===== src/design/oale_pkg.sv =====
// Types, codes and constants shared by the ordered array list engine.
`timescale 1ns / 1ps
package oale_pkg;

  localparam int unsigned DEPTH_DEF = 32;
  localparam int unsigned IDX_W     = 7;

  typedef logic [IDX_W-1:0] idx_t;

  localparam logic [2:0] CMD_INSERT  = 3'd0;
  localparam logic [2:0] CMD_DELETE  = 3'd1;
  localparam logic [2:0] CMD_SEARCH  = 3'd2;
  localparam logic [2:0] CMD_UPDATE  = 3'd3;
  localparam logic [2:0] CMD_DISPLAY = 3'd4;
  localparam logic [2:0] CMD_SORT    = 3'd5;
  localparam logic [2:0] CMD_REVERSE = 3'd6;

  localparam logic [2:0] STAT_OK    = 3'd0;
  localparam logic [2:0] STAT_FULL  = 3'd1;
  localparam logic [2:0] STAT_RANGE = 3'd2;
  localparam logic [2:0] STAT_EMPTY = 3'd3;
  localparam logic [2:0] STAT_MISS  = 3'd4;

  typedef struct packed {
    logic [2:0]         cmd;
    logic [5:0]         position;
    logic signed [31:0] operand_value;
  } req_t;

  typedef struct packed {
    logic [2:0]         status;
    logic [4:0]         result_index;
    logic signed [31:0] result_value;
    logic [5:0]         entry_count;
    logic               last;
  } rsp_t;

  typedef enum logic [2:0] {
    CELL_HOLD,
    CELL_INSERT,
    CELL_DELETE,
    CELL_LOAD,
    CELL_ROTATE,
    CELL_SORT
  } cell_op_e;

  typedef struct packed {
    cell_op_e           op;
    idx_t               pos;
    idx_t               limit;
    logic               parity;
    logic signed [31:0] value;
  } cell_ctl_t;

endpackage


===== src/design/oale_cell.sv =====
// One list cell: holds a single entry and exchanges it with its neighbors.
`timescale 1ns / 1ps
module oale_cell (
  input  logic                clk_i,
  input  oale_pkg::cell_ctl_t ctl_i,
  input  oale_pkg::idx_t      idx_i,
  input  logic signed [31:0]  left_i,
  input  logic signed [31:0]  right_i,
  input  logic signed [31:0]  head_i,
  input  logic                swap_l_i,
  output logic signed [31:0]  val_o,
  output logic                swap_r_o
);

  logic signed [31:0] val_q, val_d;
  oale_pkg::idx_t     nxt;

  assign nxt = idx_i + oale_pkg::idx_t'(1);

  assign swap_r_o = (ctl_i.op == oale_pkg::CELL_SORT) && (idx_i[0] == ctl_i.parity) &&
                    (nxt < ctl_i.limit) && (val_q > right_i);

  always_comb begin
    val_d = val_q;
    unique case (ctl_i.op)
      oale_pkg::CELL_INSERT: begin
        if (idx_i == ctl_i.pos) begin
          val_d = ctl_i.value;
        end else if (idx_i > ctl_i.pos) begin
          val_d = left_i;
        end
      end
      oale_pkg::CELL_DELETE: begin
        if (idx_i >= ctl_i.pos) begin
          val_d = right_i;
        end
      end
      oale_pkg::CELL_LOAD: begin
        if (idx_i == ctl_i.pos) begin
          val_d = ctl_i.value;
        end
      end
      oale_pkg::CELL_ROTATE: begin
        if (nxt < ctl_i.limit) begin
          val_d = right_i;
        end else if (nxt == ctl_i.limit) begin
          val_d = head_i;
        end
      end
      oale_pkg::CELL_SORT: begin
        if (swap_r_o) begin
          val_d = right_i;
        end else if (swap_l_i) begin
          val_d = left_i;
        end
      end
      default: begin
        val_d = val_q;
      end
    endcase
  end

  always_ff @(posedge clk_i) begin
    val_q <= val_d;
  end

  assign val_o = val_q;

endmodule


===== config.mk =====
export PLATFORM = sky130hd
export DESIGN_NAME = oale_cell
export DESIGN_NICKNAME = d
export VERILOG_FILES = /design/src/design/oale_pkg.sv /design/src/design/oale_cell.sv
export SDC_FILE = /design/constraint.sdc
export NUM_CORES = 1
export LEC_CHECK = 0
export ABC_AREA = 1
export BUFFER_PORTS_ARGS = -buffer_cell sky130_fd_sc_hd__buf_2
export CORE_ASPECT_RATIO = 1.2
export CORE_MARGIN = 1
export CORE_UTILIZATION = 50
export DETAILED_ROUTE_END_ITERATION = 7
export GPL_ROUTABILITY_DRIVEN = 0
export PLACE_DENSITY = 0.93
export SYNTH_ARGS = -nofsm -noshare
export SYNTH_HDL_FRONTEND = slang
export SYNTH_SLANG_ARGS = --single-unit

===== constraint.sdc =====
create_clock -name clk_i -period 5.4 [get_ports clk_i]
set_input_delay 0.54 -clock clk_i [delete_from_list [all_inputs] [get_ports clk_i]]
set_output_delay 0.54 -clock clk_i [all_outputs]
set_load 0.005 [all_outputs]

==> results.md <==
* Postcts setup bufs at 0
* Io pins at 188
* GRT Overall Usage at 0.317
* Number of library cell types mapped by synthesis at 32
* Fraction of layout cells with a size suffix above 1 at 0.258
* Status: finished clean
* Crit path DAT at 3.54 ns
* Largest net degree at the start of global routing at 66
* Starting DRC count in detailed routing at 454
* Drt via density at 5.70
* Max reg flops at 32
* Worst Tran Pin Value at 1.28 ns
* CTS tree: yes
* FILL cells at 817
* Multiplexer share of the synthesized area at 0
* Mapped Area at 4580 µm²
* Area grow syn2layout at 23.0%
* Avg WL per Cell at 15.7 µm
* Asr flop ratio synth at 0
* Crit path max-delay family: simple AND/OR/NAND/NOR gates
* Crit. End Element: output pin
* Die Ht at 107 µm
* Syn Area/Cell at 6.53 µm²
* Min cycle time layout at 4.08 ns
* Core ar. at 8750 µm²
* Clock buffer depth at 2
* Fin crit share at 0.756
* Post-Route WL at 15400 µm
* Commonest cells in the netlist: 132 x inv_1, 108 x nand2_1, 70 x nand3_1, 60 x o21ai_0, 50 x nor2_1
* Final setup violation count at 0
* Worst path bufs/invs at 5
* Register area at 961 µm²
* CTS root buf: clkbuf_8
* Slew Viols, Final at 0
* Number of flops mapped to enable cells by yosys at 32
* Clk_skew at 0.00425 ns
* Cts-stage hold buffer count at 0
* Synth Area in Adders at 0.128
* Max-cap violations at 0
* Slew headroom at 0.147
* Synth top area share at 0.210
* Simple-gate share of the synthesized area at 0.289
* Cells after synthesis at 701
* Startpoint Class: primary input
* Worst Path Required at 4.86 ns
* Unrepaired setup endpoints after global routing: false
* Clk_lat worst skew at 0.28 ns
* Synth Register Bits at 32
* CP Max Fanout at 33
* Synth Area in XOR/XNOR at 0.0115
* Final Instance Count excl. Fillers at 980
* Setup tns final at 0 ns
* Worst hold path class: in -> reg
* Layout Nets at 1064
* Largest family of logic cells by synthesized area: simple AND/OR/NAND/NOR gates
* Area leader, netlist: edfxtp_1
* Dpl cells at 972
* CP Class: in -> out
* Sink Count at 32
* Top post-synthesis cells by area: edfxtp_1 21%, ha_1 13%, inv_1 11%
* Slowest CP cell: nand2_1
* Detailed Place HPWL at 11100 µm
* # diodes at 0
* Site row count at 37
* Vias at 5589
* Peak supply drop at 0.000100 V
* Die X at 89.3 µm
* Drt drc at 0
* Post-synthesis compound-gate area fraction at 0.212
* Cts repair resizes at 0
* Area of the multi-input gates at 2950 µm²
* Sequential element share of the synthesized area at 0.210
* Largest stage delay, worst path at 0.77 ns
* Syn nets at 903
* Clock buffer count from CTS at 5
* TritonRoute pass-1 iters at 5
* Cell leakage power at 2.95 nW
* Deepest level of the CTS H-tree at 2
* First-pass GRT wire length at 23500 µm
* Vias in the first global route at 5208
* Global route overflow at 0
* Ys Warns at 0
* Port bufs at 187
* PD cells at 186 nW/µm²
* Remaining antenna violation count after routing at 0
* Clock Pin Slew Worst Setup and Hold Paths at 0.07 ns
* Initial antenna violation count at 0
* Top_reg_cell synth: edfxtp_1
* Hold Violations, Final at 0
* F_max at 0.245 GHz
* Starting Density at 0.523
* Die area at 9540 µm²
* Most frequent cell after synthesis: inv_1
* Critical path, cell by cell: buf_2 > ha_1 > nand4_1 > xnor2_1 > ha_1 > inv_1 > nor3_1 > nand2_1 > nand2_1 > nor2_2 > nand3_4 > buf_4 > inv_1 > buf_2
==> routing by layer <==
layer	vias to the layer above	routed length (µm)	track usage
li1	2714	-	-
met1	2468	5720	0.359
met2	361	7690	0.583
met3	46	1490	0.0423
met4	0	481	0.132
met5	-	0	0
==> logic make-up after synthesis <==
kind of cell / after synthesis
adder cells (fa/ha/maj): 47
flip-flops: 32
XOR/XNOR: 6
buffers and inverters: 173
AO/OA/AOI/OAI: 159
AND/OR/NAND/NOR: 284
==> worst reg2reg max path, cell delays in order (launching register included) <==
cell and delay [ns]:
edfxtp_1 0.43, ha_1 0.32, nand2_1 0.07, nor2_1 0.21
nand2_1 0.10, nor3b_2 0.19, nand2_1 0.10, nand3_2 0.59
nand3_4 0.11, nand3b_1 0.12, nand2_1 0.09, nor2_4 0.76
==> placed cells by master, fill, tap and decap left out, drive strengths merged <==
master / synthesis / final
edfxtp: 32 / 32
nand2: 119 / 119
clkinv: 0 / 1
a21o: 1 / 1
nor3: 1 / 1
nand3b: 1 / 1
a21oi: 20 / 20
xor2: 4 / 4
nor3b: 2 / 2
xnor2: 2 / 2
a22oi: 32 / 32
ha: 47 / 47
inv: 133 / 133
nor2: 53 / 53
o31a: 1 / 1
nand4: 36 / 36
buf: 15 / 194
o22ai: 1 / 1
clkbuf: 25 / 7
nand3: 72 / 72
o21ai: 69 / 69
o211ai: 33 / 33
o21a: 2 / 2
==> final timing paths <==
| check | from | endpoint | slack, ns | cells after the start |
|---|---|---|---|---|
| hold / removal | ctl_i[13] | val_o[13]$_DFFE_PP_ | 0.62 | 3 |
| setup reg to reg | val_o[23]$_DFFE_PP_ | val_o[18]$_DFFE_PP_ | 1.93 | 11 |
| setup / recovery | idx_i[0] | swap_r_o | 1.32 | 14 |
| hold reg to reg | val_o[16]$_DFFE_PP_ | val_o[30]$_DFFE_PP_ | 1.51 | 10 |
==> through the flow <==
step / util / setup slack, ns / power, mW / cell area (µm²) / hold WS [ns]
2_1_floorplan: - / 1.42 / 0.656 / 4580 / 0.797
4_1_cts: 0.643 / 1.37 / 1.04 / 5630 / 0.619
6_report: 0.643 / 1.32 / 1.05 / 5630 / 0.620
3_3_place_gp: 0.634 / 1.35 / 0.846 / 5550 / 0.907
5_1_grt: 0.643 / 1.16 / 1.11 / 5630 / 0.628
3_5_place_dp: 0.634 / 1.23 / 0.860 / 5550 / 0.912
==> where the power goes <==
group	total (mW)	switching, mW	internal [mW]
Clock	0.180	0.0902	0.0897
Sequential	0.360	0.0293	0.331
Combinational	0.505	0.312	0.193
==> layout make-up <==
| type | instances | share of cell area |
|---|---|---|
| flip-flops and latches | 32 | 0.171 |
| clock inverters | 1 | 0.000667 |
| multi-input cells | 496 | 0.525 |
| inverters | 133 | 0.0887 |
| clock buffers | 7 | 0.0136 |
| well taps | 117 | 0.0260 |
| repair buffers | 194 | 0.176 |
(Power assumes the default switching activity.)
